**config.mk**
```make
export PLATFORM = sky130hd
export DESIGN_NAME = buck_pi_voltage_controller_unit
export DESIGN_NICKNAME = d
export VERILOG_FILES = /design/src/rtl/core/bpvc_pkg.sv /design/src/rtl/core/bpvc_front.sv /design/src/rtl/core/bpvc_queue.sv /design/src/rtl/core/bpvc_back.sv /design/src/rtl/core/buck_pi_voltage_controller_unit.sv
export VERILOG_INCLUDE_DIRS = /design/src /design/src/rtl/core
export SDC_FILE = /design/constraint.sdc
export NUM_CORES = 2
export LEC_CHECK = 0
export BUFFER_PORTS_ARGS = -buffer_cell sky130_fd_sc_hd__buf_4
export CAP_MARGIN = 20
export CORE_MARGIN = 2
export CORE_UTILIZATION = 50
export DETAILED_ROUTE_END_ITERATION = 7
export MAX_ROUTING_LAYER = met4
export PLACE_DENSITY = 0.76
export SETUP_SLACK_MARGIN = 0.05
export SYNTH_ARGS = -nofsm -noshare
export SYNTH_HDL_FRONTEND = slang
export SYNTH_SLANG_ARGS = --single-unit
```
**constraint.sdc**
```tcl
create_clock -name clk -period 18.2 [get_ports clk]
set_input_delay 5.46 -clock clk [delete_from_list [all_inputs] [get_ports clk]]
set_output_delay 5.46 -clock clk [all_outputs]
set_load 0.02 [all_outputs]
```
**src/rtl/core/buck_pi_voltage_controller_unit_defines.svh**
```systemverilog
// Assertion macros for the buck PI voltage controller.
`ifndef BUCK_PI_VOLTAGE_CONTROLLER_UNIT_DEFINES_SVH
`define BUCK_PI_VOLTAGE_CONTROLLER_UNIT_DEFINES_SVH
`ifndef SYNTHESIS
`define BPVC_ASSERT(lbl, prop) \
	lbl: assert property (@(posedge clk) disable iff (!arst_n) prop) \
	else $error("bpvc: check failed");
`define BPVC_ASSERT_NEXT(lbl, cond, prop) \
	lbl: assert property (@(posedge clk) disable iff (!arst_n) (cond) |=> (prop)) \
	else $error("bpvc: check failed");
`else
`define BPVC_ASSERT(lbl, prop)
`define BPVC_ASSERT_NEXT(lbl, cond, prop)
`endif
`endif

```
**src/rtl/core/bpvc_pkg.sv**
```systemverilog
`timescale 1ns / 1ps
package bpvc_pkg;
	localparam int ADC_W       = 10;
	localparam int OUT_SHIFT   = 5;
	localparam int PI_LIMIT    = 55200;
	localparam int FB_BIAS     = 2;
	localparam int PI_W        = 17;
	localparam int REF_W       = 17;
	localparam int ERR_W       = REF_W + 1;
	localparam int DUTY_W      = 12;
	localparam int GAIN_W      = 10;
	localparam int TGT_W       = 11;
	localparam int PID_W       = 7;
	localparam int SOFT_W      = 16;
	localparam int Q_DEPTH     = 4;
	localparam int Q_AW        = $clog2(Q_DEPTH);
	localparam int CFG_IDX_W   = 3;
	localparam int CFG_DATA_W  = 17;
	localparam int IN_TDATA_W  = ((2 * ADC_W + 7) / 8) * 8;
	localparam int OUT_TDATA_W = ((DUTY_W + 1 + REF_W + 7) / 8) * 8;

	localparam logic [GAIN_W-1:0]       RST_P_GAIN    = GAIN_W'(32);
	localparam logic [GAIN_W-1:0]       RST_I_GAIN    = GAIN_W'(1);
	localparam logic [TGT_W-1:0]        RST_TARGET    = TGT_W'(1000);
	localparam logic signed [REF_W-1:0] RST_START_REF = -REF_W'(1725);
	localparam logic [PID_W-1:0]        RST_PID_PER   = PID_W'(10);
	localparam logic [SOFT_W-1:0]       RST_SOFT_PER  = SOFT_W'(1000);
	localparam logic [ADC_W-1:0]        RST_CUR_LIMIT = ADC_W'(1023);

	typedef enum logic [CFG_IDX_W-1:0] {
		REG_P_GAIN    = 3'd0,
		REG_I_GAIN    = 3'd1,
		REG_TARGET    = 3'd2,
		REG_START_REF = 3'd3,
		REG_PID_PER   = 3'd4,
		REG_SOFT_PER  = 3'd5,
		REG_CUR_LIMIT = 3'd6
	} reg_idx_t;

	typedef enum logic [1:0] {
		CMD_TICK  = 2'd0,
		CMD_CURR  = 2'd1,
		CMD_START = 2'd2
	} cmd_t;

	typedef enum logic [1:0] {
		OP_TICK  = 2'd0,
		OP_CURR  = 2'd1,
		OP_START = 2'd2,
		OP_HOLD  = 2'd3
	} op_t;

	typedef struct packed {
		logic [GAIN_W-1:0]       p_gain;
		logic [GAIN_W-1:0]       i_gain;
		logic [TGT_W-1:0]        target_ref;
		logic signed [REF_W-1:0] start_ref;
		logic [PID_W-1:0]        pid_period;
		logic [SOFT_W-1:0]       soft_period;
		logic [ADC_W-1:0]        cur_limit;
	} cfg_t;

	typedef struct packed {
		op_t              op;
		logic             pi_fire;
		logic             ramp_fire;
		logic             trip;
		logic [ADC_W-1:0] vs;
	} fe_item_t;
endpackage

```
**src/rtl/core/bpvc_front.sv**
```systemverilog
`timescale 1ns / 1ps
module bpvc_front (
	input  logic                           clk,
	input  logic                           arst_n,
	input  bpvc_pkg::cfg_t                 cfg,
	input  logic                           s_axis_tvalid,
	output logic                           s_axis_tready,
	// [9:0] voltage_sample, [19:10] current_sample, rest zero
	input  logic [bpvc_pkg::IN_TDATA_W-1:0] s_axis_tdata,
	// [1:0] cmd
	input  logic [1:0]                     s_axis_tuser,
	input  logic                           q_full,
	output logic                           push,
	output bpvc_pkg::fe_item_t             push_item
);
	import bpvc_pkg::*;

	logic [PID_W-1:0]  sample_cnt_q;
	logic [SOFT_W-1:0] ramp_cnt_q;
	logic [PID_W-1:0]  sc_inc;
	logic [SOFT_W-1:0] rc_inc;
	logic [ADC_W-1:0]  vs;
	logic [ADC_W-1:0]  cs;
	cmd_t              cmd;

	assign s_axis_tready = !q_full;
	assign push          = s_axis_tvalid && s_axis_tready;
	assign vs            = s_axis_tdata[ADC_W-1:0];
	assign cs            = s_axis_tdata[2*ADC_W-1:ADC_W];
	assign cmd           = cmd_t'(s_axis_tuser);

	always_comb begin
		sc_inc              = sample_cnt_q + PID_W'(1);
		rc_inc              = ramp_cnt_q + SOFT_W'(1);
		push_item.pi_fire   = sc_inc >= cfg.pid_period;
		push_item.ramp_fire = rc_inc >= cfg.soft_period;
		push_item.trip      = cs >= cfg.cur_limit;
		push_item.vs        = vs;
		unique case (cmd)
			CMD_TICK:  push_item.op = OP_TICK;
			CMD_CURR:  push_item.op = OP_CURR;
			CMD_START: push_item.op = OP_START;
			default:   push_item.op = OP_HOLD;
		endcase
	end

	always_ff @(posedge clk or negedge arst_n) begin
		if (!arst_n) begin
			sample_cnt_q <= '0;
			ramp_cnt_q   <= '0;
		end else if (push) begin
			if (push_item.op == OP_TICK) begin
				sample_cnt_q <= push_item.pi_fire ? '0 : sc_inc;
				ramp_cnt_q   <= push_item.ramp_fire ? '0 : rc_inc;
			end else if (push_item.op == OP_START) begin
				sample_cnt_q <= '0;
				ramp_cnt_q   <= '0;
			end
		end
	end
endmodule

```
**src/rtl/core/bpvc_queue.sv**
```systemverilog
`timescale 1ns / 1ps
module bpvc_queue (
	input  logic               clk,
	input  logic               arst_n,
	input  logic               push,
	input  bpvc_pkg::fe_item_t push_item,
	output logic               full,
	input  logic               pop,
	output logic               q_valid,
	output bpvc_pkg::fe_item_t head
);
	import bpvc_pkg::*;

	fe_item_t        mem_q [Q_DEPTH];
	logic [Q_AW-1:0] wr_q;
	logic [Q_AW-1:0] rd_q;
	logic [Q_AW:0]   count_q;

	assign full    = count_q == (Q_AW+1)'(Q_DEPTH);
	assign q_valid = count_q != '0;
	assign head    = mem_q[rd_q];

	always_ff @(posedge clk) begin
		if (push) begin
			mem_q[wr_q] <= push_item;
		end
	end

	always_ff @(posedge clk or negedge arst_n) begin
		if (!arst_n) begin
			wr_q    <= '0;
			rd_q    <= '0;
			count_q <= '0;
		end else begin
			if (push) begin
				wr_q <= wr_q + Q_AW'(1);
			end
			if (pop) begin
				rd_q <= rd_q + Q_AW'(1);
			end
			if (push && !pop) begin
				count_q <= count_q + (Q_AW+1)'(1);
			end else if (pop && !push) begin
				count_q <= count_q - (Q_AW+1)'(1);
			end
		end
	end
endmodule

```
**src/rtl/core/bpvc_back.sv**
```systemverilog
`timescale 1ns / 1ps
`include "buck_pi_voltage_controller_unit_defines.svh"
module bpvc_back (
	input  logic                            clk,
	input  logic                            arst_n,
	input  bpvc_pkg::cfg_t                  cfg,
	input  logic                            q_valid,
	input  bpvc_pkg::fe_item_t              q_head,
	output logic                            q_pop,
	output logic                            m_axis_tvalid,
	input  logic                            m_axis_tready,
	// [11:0] duty, [12] pwm_enable, [29:13] reference_now, rest zero
	output logic [bpvc_pkg::OUT_TDATA_W-1:0] m_axis_tdata,
	// [0] duty_updated
	output logic [0:0]                      m_axis_tuser
);
	import bpvc_pkg::*;

	localparam int PPROD_W = ERR_W + GAIN_W + 1;
	localparam int IPROD_W = PI_W + GAIN_W + 1;
	localparam logic signed [PI_W-1:0] LIM_POS = PI_W'(PI_LIMIT);
	localparam logic signed [PI_W-1:0] LIM_NEG = -PI_W'(PI_LIMIT);

	typedef enum logic [3:0] {
		ST_IDLE = 4'b0001,
		ST_MUL  = 4'b0010,
		ST_INT  = 4'b0100,
		ST_DONE = 4'b1000
	} bk_state_t;

	function automatic logic signed [PI_W-1:0] clamp_pi(input logic signed [31:0] v);
		if (v >= 32'(PI_LIMIT)) begin
			return LIM_POS;
		end
		if (v <= -32'(PI_LIMIT)) begin
			return LIM_NEG;
		end
		return PI_W'(v);
	endfunction

	bk_state_t state_q;
	bk_state_t state_d;
	fe_item_t  item_q;

	logic signed [ERR_W-1:0]   err_s1;
	logic signed [PI_W-1:0]    p_s2;
	logic signed [PI_W-1:0]    integ_s2;
	logic signed [PI_W-1:0]    i_s3;

	logic signed [PI_W-1:0]    integral_q;
	logic signed [REF_W-1:0]   vref_q;
	logic [ADC_W-1:0]          offset_q;
	logic                      pwm_q;
	logic signed [DUTY_W-1:0]  duty_q;

	logic                      m_valid_q;
	logic signed [DUTY_W-1:0]  duty_o_q;
	logic                      upd_o_q;
	logic                      pwm_o_q;
	logic signed [REF_W-1:0]   ref_o_q;

	logic signed [ADC_W+1:0]   diff;
	logic [ADC_W:0]            volt;
	logic signed [ERR_W-1:0]   err;
	logic signed [PPROD_W-1:0] p_full;
	logic signed [ERR_W:0]     isum;
	logic signed [IPROD_W-1:0] i_full;
	logic signed [PI_W:0]      pi_sum;
	logic signed [PI_W-1:0]    pi_sat;
	logic signed [DUTY_W-1:0]  duty_new;
	logic signed [REF_W:0]     ramp_inc;
	logic signed [REF_W:0]     ramp_tgt;
	logic signed [REF_W-1:0]   vref_ramp;
	logic                      commit;

	logic signed [PI_W-1:0]    integral_d;
	logic signed [REF_W-1:0]   vref_d;
	logic [ADC_W-1:0]          offset_d;
	logic                      pwm_d;
	logic signed [DUTY_W-1:0]  duty_d;
	logic                      upd_d;

	assign q_pop  = (state_q == ST_IDLE) && q_valid;
	assign commit = (state_q == ST_DONE) && (!m_valid_q || m_axis_tready);

	// error against the held reference
	always_comb begin
		diff = $signed({2'b00, q_head.vs}) - $signed({2'b00, offset_q})
			- (ADC_W+2)'(FB_BIAS);
		volt = (diff < 0) ? '0 : {diff[ADC_W-1:0], 1'b0};
		err  = ERR_W'(vref_q) - $signed(ERR_W'(volt));
	end

	assign p_full = err_s1 * $signed({1'b0, cfg.p_gain});
	assign isum   = (ERR_W+1)'(integral_q) + (ERR_W+1)'(err_s1);
	assign i_full = integ_s2 * $signed({1'b0, cfg.i_gain});

	always_comb begin
		pi_sum    = (PI_W+1)'(p_s2) + (PI_W+1)'(i_s3);
		pi_sat    = clamp_pi(32'(pi_sum));
		duty_new  = DUTY_W'(pi_sat >>> OUT_SHIFT);
		ramp_inc  = (REF_W+1)'(vref_q) + (REF_W+1)'(1);
		ramp_tgt  = $signed((REF_W+1)'(cfg.target_ref));
		vref_ramp = (ramp_inc >= ramp_tgt) ? REF_W'(ramp_tgt) : REF_W'(ramp_inc);
	end

	always_comb begin
		state_d = state_q;
		unique case (state_q)
			ST_IDLE: if (q_valid) state_d = ST_MUL;
			ST_MUL:  state_d = ST_INT;
			ST_INT:  state_d = ST_DONE;
			ST_DONE: if (commit) state_d = ST_IDLE;
			default: state_d = ST_IDLE;
		endcase
	end

	always_comb begin
		integral_d = integral_q;
		vref_d     = vref_q;
		offset_d   = offset_q;
		pwm_d      = pwm_q;
		duty_d     = duty_q;
		upd_d      = 1'b0;
		unique case (item_q.op)
			OP_TICK: begin
				if (item_q.pi_fire) begin
					integral_d = integ_s2;
					duty_d     = duty_new;
					upd_d      = 1'b1;
				end
				if (item_q.ramp_fire) begin
					vref_d = vref_ramp;
				end
			end
			OP_CURR: begin
				if (item_q.trip) begin
					pwm_d = 1'b0;
				end
			end
			OP_START: begin
				offset_d   = item_q.vs;
				vref_d     = cfg.start_ref;
				integral_d = '0;
				duty_d     = '0;
				pwm_d      = 1'b1;
			end
			OP_HOLD: ;
			default: ;
		endcase
	end

	always_ff @(posedge clk) begin
		if (q_pop) begin
			item_q <= q_head;
			err_s1 <= err;
		end
		if (state_q == ST_MUL) begin
			p_s2     <= clamp_pi(32'(p_full));
			integ_s2 <= clamp_pi(32'(isum));
		end
		if (state_q == ST_INT) begin
			i_s3 <= clamp_pi(32'(i_full));
		end
		if (commit) begin
			duty_o_q <= duty_d;
			upd_o_q  <= upd_d;
			pwm_o_q  <= pwm_d;
			ref_o_q  <= vref_d;
		end
	end

	always_ff @(posedge clk or negedge arst_n) begin
		if (!arst_n) begin
			state_q    <= ST_IDLE;
			m_valid_q  <= 1'b0;
			integral_q <= '0;
			vref_q     <= RST_START_REF;
			offset_q   <= '0;
			pwm_q      <= 1'b0;
			duty_q     <= '0;
		end else begin
			state_q <= state_d;
			if (commit) begin
				m_valid_q  <= 1'b1;
				integral_q <= integral_d;
				vref_q     <= vref_d;
				offset_q   <= offset_d;
				pwm_q      <= pwm_d;
				duty_q     <= duty_d;
			end else if (m_axis_tready) begin
				m_valid_q <= 1'b0;
			end
		end
	end

	assign m_axis_tvalid = m_valid_q;
	assign m_axis_tdata  = {(OUT_TDATA_W-DUTY_W-1-REF_W)'(0), ref_o_q, pwm_o_q, duty_o_q};
	assign m_axis_tuser  = upd_o_q;

	`BPVC_ASSERT_NEXT(a_pop_starts_mul, q_pop, state_q == ST_MUL)
	`BPVC_ASSERT_NEXT(a_commit_shows_beat, commit, m_valid_q)
	`BPVC_ASSERT(a_integral_range, (integral_q <= LIM_POS) && (integral_q >= LIM_NEG))
	`BPVC_ASSERT_NEXT(a_start_arms_pwm, commit && (item_q.op == OP_START), pwm_q && (duty_q == '0))
endmodule

```
**src/rtl/core/buck_pi_voltage_controller_unit.sv**
```systemverilog
`timescale 1ns / 1ps
// Buck converter voltage PI controller with soft start and current trip.
// Input beats (s_axis): tuser = cmd (tick, current sample, start), tdata =
// voltage and current ADC samples. Every input beat yields exactly one
// output beat (m_axis) with the held duty, a duty_updated flag in tuser,
// the PWM enable and the present reference.
// Config (cfg_*): register index and data, taken on any cycle; write only
// while no beat is in flight.
// The back end takes each beat through error, P and integral with their
// multiply, I multiply, sum and commit, and pops no new beat until it has
// committed the last one; the front end classifies each beat in its accept
// cycle and keeps the sample and soft start counters.
// A four-entry queue sits between front and back. A stalled m_axis holds
// its beat in the output register; the back end waits at commit, the queue
// fills and s_axis_tready then drops.
// Reset loads the default config, clears counters, integral and duty,
// sets the reference to the start default and leaves PWM off.
module buck_pi_voltage_controller_unit (
	input  logic                             clk,
	input  logic                             arst_n,
	input  logic                             s_axis_tvalid,
	output logic                             s_axis_tready,
	// [9:0] voltage_sample, [19:10] current_sample, rest zero
	input  logic [bpvc_pkg::IN_TDATA_W-1:0]  s_axis_tdata,
	// [1:0] cmd
	input  logic [1:0]                       s_axis_tuser,
	output logic                             m_axis_tvalid,
	input  logic                             m_axis_tready,
	// [11:0] duty, [12] pwm_enable, [29:13] reference_now, rest zero
	output logic [bpvc_pkg::OUT_TDATA_W-1:0] m_axis_tdata,
	// [0] duty_updated
	output logic [0:0]                       m_axis_tuser,
	input  logic                             cfg_valid,
	output logic                             cfg_ready,
	input  logic [bpvc_pkg::CFG_IDX_W-1:0]   cfg_index,
	input  logic [bpvc_pkg::CFG_DATA_W-1:0]  cfg_data
);
	import bpvc_pkg::*;

	cfg_t     cfg_q;
	logic     push;
	fe_item_t push_item;
	logic     q_full;
	logic     q_pop;
	logic     q_valid;
	fe_item_t q_head;

	assign cfg_ready = 1'b1;

	always_ff @(posedge clk or negedge arst_n) begin
		if (!arst_n) begin
			cfg_q.p_gain      <= RST_P_GAIN;
			cfg_q.i_gain      <= RST_I_GAIN;
			cfg_q.target_ref  <= RST_TARGET;
			cfg_q.start_ref   <= RST_START_REF;
			cfg_q.pid_period  <= RST_PID_PER;
			cfg_q.soft_period <= RST_SOFT_PER;
			cfg_q.cur_limit   <= RST_CUR_LIMIT;
		end else if (cfg_valid && cfg_ready) begin
			unique case (reg_idx_t'(cfg_index))
				REG_P_GAIN:    cfg_q.p_gain      <= cfg_data[GAIN_W-1:0];
				REG_I_GAIN:    cfg_q.i_gain      <= cfg_data[GAIN_W-1:0];
				REG_TARGET:    cfg_q.target_ref  <= cfg_data[TGT_W-1:0];
				REG_START_REF: cfg_q.start_ref   <= $signed(cfg_data[REF_W-1:0]);
				REG_PID_PER:   cfg_q.pid_period  <= cfg_data[PID_W-1:0];
				REG_SOFT_PER:  cfg_q.soft_period <= cfg_data[SOFT_W-1:0];
				REG_CUR_LIMIT: cfg_q.cur_limit   <= cfg_data[ADC_W-1:0];
				default: ;
			endcase
		end
	end

	bpvc_front u_front (
		.clk           (clk),
		.arst_n        (arst_n),
		.cfg           (cfg_q),
		.s_axis_tvalid (s_axis_tvalid),
		.s_axis_tready (s_axis_tready),
		.s_axis_tdata  (s_axis_tdata),
		.s_axis_tuser  (s_axis_tuser),
		.q_full        (q_full),
		.push          (push),
		.push_item     (push_item)
	);

	bpvc_queue u_queue (
		.clk       (clk),
		.arst_n    (arst_n),
		.push      (push),
		.push_item (push_item),
		.full      (q_full),
		.pop       (q_pop),
		.q_valid   (q_valid),
		.head      (q_head)
	);

	bpvc_back u_back (
		.clk           (clk),
		.arst_n        (arst_n),
		.cfg           (cfg_q),
		.q_valid       (q_valid),
		.q_head        (q_head),
		.q_pop         (q_pop),
		.m_axis_tvalid (m_axis_tvalid),
		.m_axis_tready (m_axis_tready),
		.m_axis_tdata  (m_axis_tdata),
		.m_axis_tuser  (m_axis_tuser)
	);
endmodule

```
==> run summary <==
Startpoint of the lowest-slack register-to-register path: cfg_q[63]$_DFFE_PN0P_. The post-cts sizing count was 0. For the initial DRC count, the log shows 1,358. The count of buffers added on input and output ports is 79. The worst path in the final design needs a cycle of 7.467 ns, including I/O delays and setup. After synthesis the netlist holds a flip-flop and latch count of 348. Cells with a size suffix above 1 make up 10.38% of the layout. In the synthesized netlist the dominant register cell turns out to be edfxtp_1.

The flow ran to the end, and the final reports show no timing, DRC or antenna violations. After synthesis, the share of flip-flops with an asynchronous set or reset is 49.71%. The clock-pin slew on the worst setup and hold paths is 0.06 ns, and the first-pass iteration count of the detailed router is 5. Setup repair after global routing left no endpoint under its margin. At the end of the flow, the number of nets in the layout was 3,933.

Timing endpoint of the critical path: u_front.ramp_cnt_q[7]$_DFFE_PN0P_. 87 I/O pins were placed. The first global-routing pass estimated 120.7 mm of wire. TritonCTS built the clock tree. The total met2 wirelength after detailed routing came out at 34.88 mm.

Yosys mapped a number of flops with a built-in enable equal to 175. The sort of element at the start of the critical path is a primary input. The highest routed metal layer was met4.

In the final layout, the multi-input gates occupy 0.02075 mm². The H-tree was split into 2 levels. The actual transition at the worst max-transition pin was 1.076 ns. The path class of the lowest-slack min-delay path was flop to flop. On the final layout, the worst hold slack is 0.4772 ns. The initial antenna violation count was 4.

The die covers 0.06761 mm². For flop-to-flop paths, the worst setup slack is 10.87 ns. At the later pin of the worst-skew pair, clock insertion delay measures 0.56 ns.

The critical path's top delay family is simple AND/OR/NAND/NOR gates. The start-to-end type of the worst setup path is primary input to flop. Leaving out fill and tap cells, the most frequent cells in the layout are inv_1 (474), nand2_1 (410), fa_1 (319), ha_1 (239), and2_1 (180). Of the available clock period, the critical path in the final layout requires 41.03%.

The post-route non-filler standard cell count is 4,208, and the count of pins over their slew limit is 0. Setup violations remaining at the end of the flow were counted as 0. The portion of the post-synthesis area used by sequential elements is 29.42%, and the pin count of the biggest net entering global routing is 73. The sequential cells in the finished layout cover a total of 0.009643 mm².

The overall die height works out to 260.0 µm. The post-cts hold buffer count came out at 0. The sum of overflow across all layers after global routing came out at 0. Once the floorplan was initialized, standard cells occupied 50.75% of the core. The number of warnings printed during yosys synthesis is 0, and the floorplan die width is 260.0 µm.

The signed area change from the synthesized netlist to the final layout is 7.540%. The clock skew after layout is 0.01957 ns, and the detailed-route wire length is 73.20 mm. After synthesis, the mean cell area works out to 9.815 µm². For this design, the slowest cell found on the critical path is nand2b_1. After detailed routing, the number of remaining DRC violations is 0. The critical path crosses 7 cells after its start point. In this run the tightest slew margin relative to its limit is 27.76%. Counting cells, the worst reg-to-reg path comes to 20. Counting tap cells, the placed design contains a total of 4,138 instances. Clock tree synthesis selected as its root buffer the cell clkbuf_16. Counting the buffers created by CTS gives 36. The gate count of the mapped netlist is 3,339. Across the run, the number of max-cap violations was 0. The number of different library cells used by synthesis comes to 92.

In this run the worst path has a maximum fanout of 25. The endpoint arrival time on the critical path was 7.97 ns. Dividing the detail-routed wire length by the instance count gives 17.40 µm. Capturing element type of the critical path: a flop. Post-CTS timing repair inserted 0 buffers for setup. Leaving out fill and tap cells, the most frequent cell in the layout is inv_1. The run gives 5,578 as the filler cell count in the final layout. Wire segments on met3 add up to 4.424 mm in the final route.

The mapped netlist covers 0.03277 mm². Global routing consumed, over all layers together, 22.83% of the routing resources. The number of global-route vias before repair was 23,830; the setup TNS after final layout was 0 ns.

The clock passes through at most 3 buffers. Tracing the worst setup path back leads to its startpoint at s_axis_tvalid. After floorplanning, the core was divided into 93 placement rows.

The capture point of the worst reg-to-reg path was u_back.i_s3[6]$_SDFFCE_PP0P_. The sum of net half-perimeters after detailed placement was 55.31 mm. The number of buffer and inverter stages on the critical path is 1.

The via count normalized by instance count came out at 5.545. Traced cell by cell, the critical path runs through buf_4 > and2_1 > nand2b_1 > nor2_1 > o211ai_1 > o21bai_1 > a21o_1. The run gives 23,330 as the overall via count from detail_route.

In this design, the stage delay of the slowest critical-path cell is 0.61 ns. Routability-driven placement finished with a final weighted congestion of 0.8837. In this run the standard cell core region covers 0.06458 mm². The hold violation total from the final report is 0. Data on the critical path is required at its endpoint by 18.70 ns.

For the fmax, the log shows 133.9 MHz. The total number of clock tree sinks is 348. The count of nets left with antenna violations once routing finished came out at 0. After detailed routing, the wire length on met1 is 31.98 mm.
## synth_stat cells, types with 29 or more instances
cell type  instances  share of area [%]
o21a_1            29               0.66
clkbuf_1         125                1.4
nor3_1            39               0.60
xnor2_1           72                1.9
fa_1             319                 19
nand2_1          410                4.7
edfxtp_1         175                 16
and2_1           180                3.4
dfstp_2           47                3.8
nor2b_1           30               0.57
mux2_2            89                3.1
nand2b_1          67                1.3
ha_1             239                9.1
a21o_1            55                1.3
a21oi_1           98                1.5
o21ai_0          132                2.0
nor2_1           120                1.4
nand3_1           46               0.70
dfrtp_1          126                9.6
inv_1            475                5.4
xor2_1            50                1.3
## cell type report
cell class	count	area share, %
Antenna cell	1	0.007100
Clock inverter	19	0.6603
Clock buffer	47	2.847
Tap cell	855	3.035
Timing Repair Buffer	98	2.144
Multi-Input combinational cell	2365	58.89
Sequential cell	348	27.36
Inverter	475	5.059
## worst min path at each step
stage / depth (start not counted) / endpoint / startpoint
after detailed placement: 1 / u_back.offset_q[8]$_DFFE_PN0P_ / u_back.item_q[8]$_DFFE_PP_
after CTS: 1 / u_back.offset_q[2]$_DFFE_PN0P_ / u_back.item_q[2]$_DFFE_PP_
after global placement: 1 / u_back.offset_q[0]$_DFFE_PN0P_ / u_back.item_q[0]$_DFFE_PP_
final: 1 / u_back.offset_q[7]$_DFFE_PN0P_ / u_back.item_q[7]$_DFFE_PP_
after floorplan: 2 / u_back.duty_q[1]$_DFFE_PN0P_ / u_back.duty_q[1]$_DFFE_PN0P_
after global routing: 1 / u_back.offset_q[8]$_DFFE_PN0P_ / u_back.item_q[8]$_DFFE_PP_
## routing by layer
layer | global-route usage, % | vias up
met5 | - | -
met4 | 5.524 | 0
met3 | 3.431 | 138
met2 | 37.63 | 629
met1 | 29.68 | 11480
li1 | - | 11090
## state kept, by name (all words and copies together) (netlist names), 2 cells and up
name / cells
u_back.err_s1: 18
u_back.duty_o_q: 12
u_front.ramp_cnt_q: 16
u_back.integral_q: 17
u_back.i_s3: 17
u_queue.mem_q: 60
u_back.duty_q: 12
cfg_q: 81
u_queue.wr_q: 2
u_queue.rd_q: 2
u_back.state_q: 4
u_front.sample_cnt_q: 7
u_queue.count_q: 3
u_back.offset_q: 10
u_back.item_q: 15
u_back.integ_s2: 17
u_back.vref_q: 17
u_back.p_s2: 17
u_back.ref_o_q: 17
## worst register-to-register path: cells and delay by family (launching register included)
kind | cells | cell delay, ns
flops | 1 | 0.82
simple gates | 6 | 1.28
buf+inv | 3 | 0.27
fa+ha+maj | 6 | 3.04
xor+xnor | 1 | 0.69
compound gates | 4 | 0.97
## cell families (layout without fill, tap and decap cells)
logic type / count (synthesis) / in the layout / synth area share, %
xor gates and xnor gates: 122 / 122 / 3.260
buffers and inverters: 627 / 639 / 7.334
and+or+nand+nor: 1020 / 1020 / 15.60
AOI/OAI and AO/OA: 539 / 539 / 11.07
DFF: 348 / 348 / 29.42
adders and majority gates: 558 / 558 / 28.61
other: 2 / 4 / 0.02291
muxes: 123 / 123 / 4.680
## through the flow
stage	instance area, µm²	util (%)	setup slack, ns
after floorplan	32780	-	10.67
after detailed placement	33970	52.60	10.18
after global placement	33960	52.59	10.15
final	35250	54.58	10.73
after CTS	35210	54.52	10.76
after global routing	35250	54.58	10.43
Power is left out: the tool's default activity adds up to more than one toggle a clock period on the data nets, which glitch-free logic cannot reach.
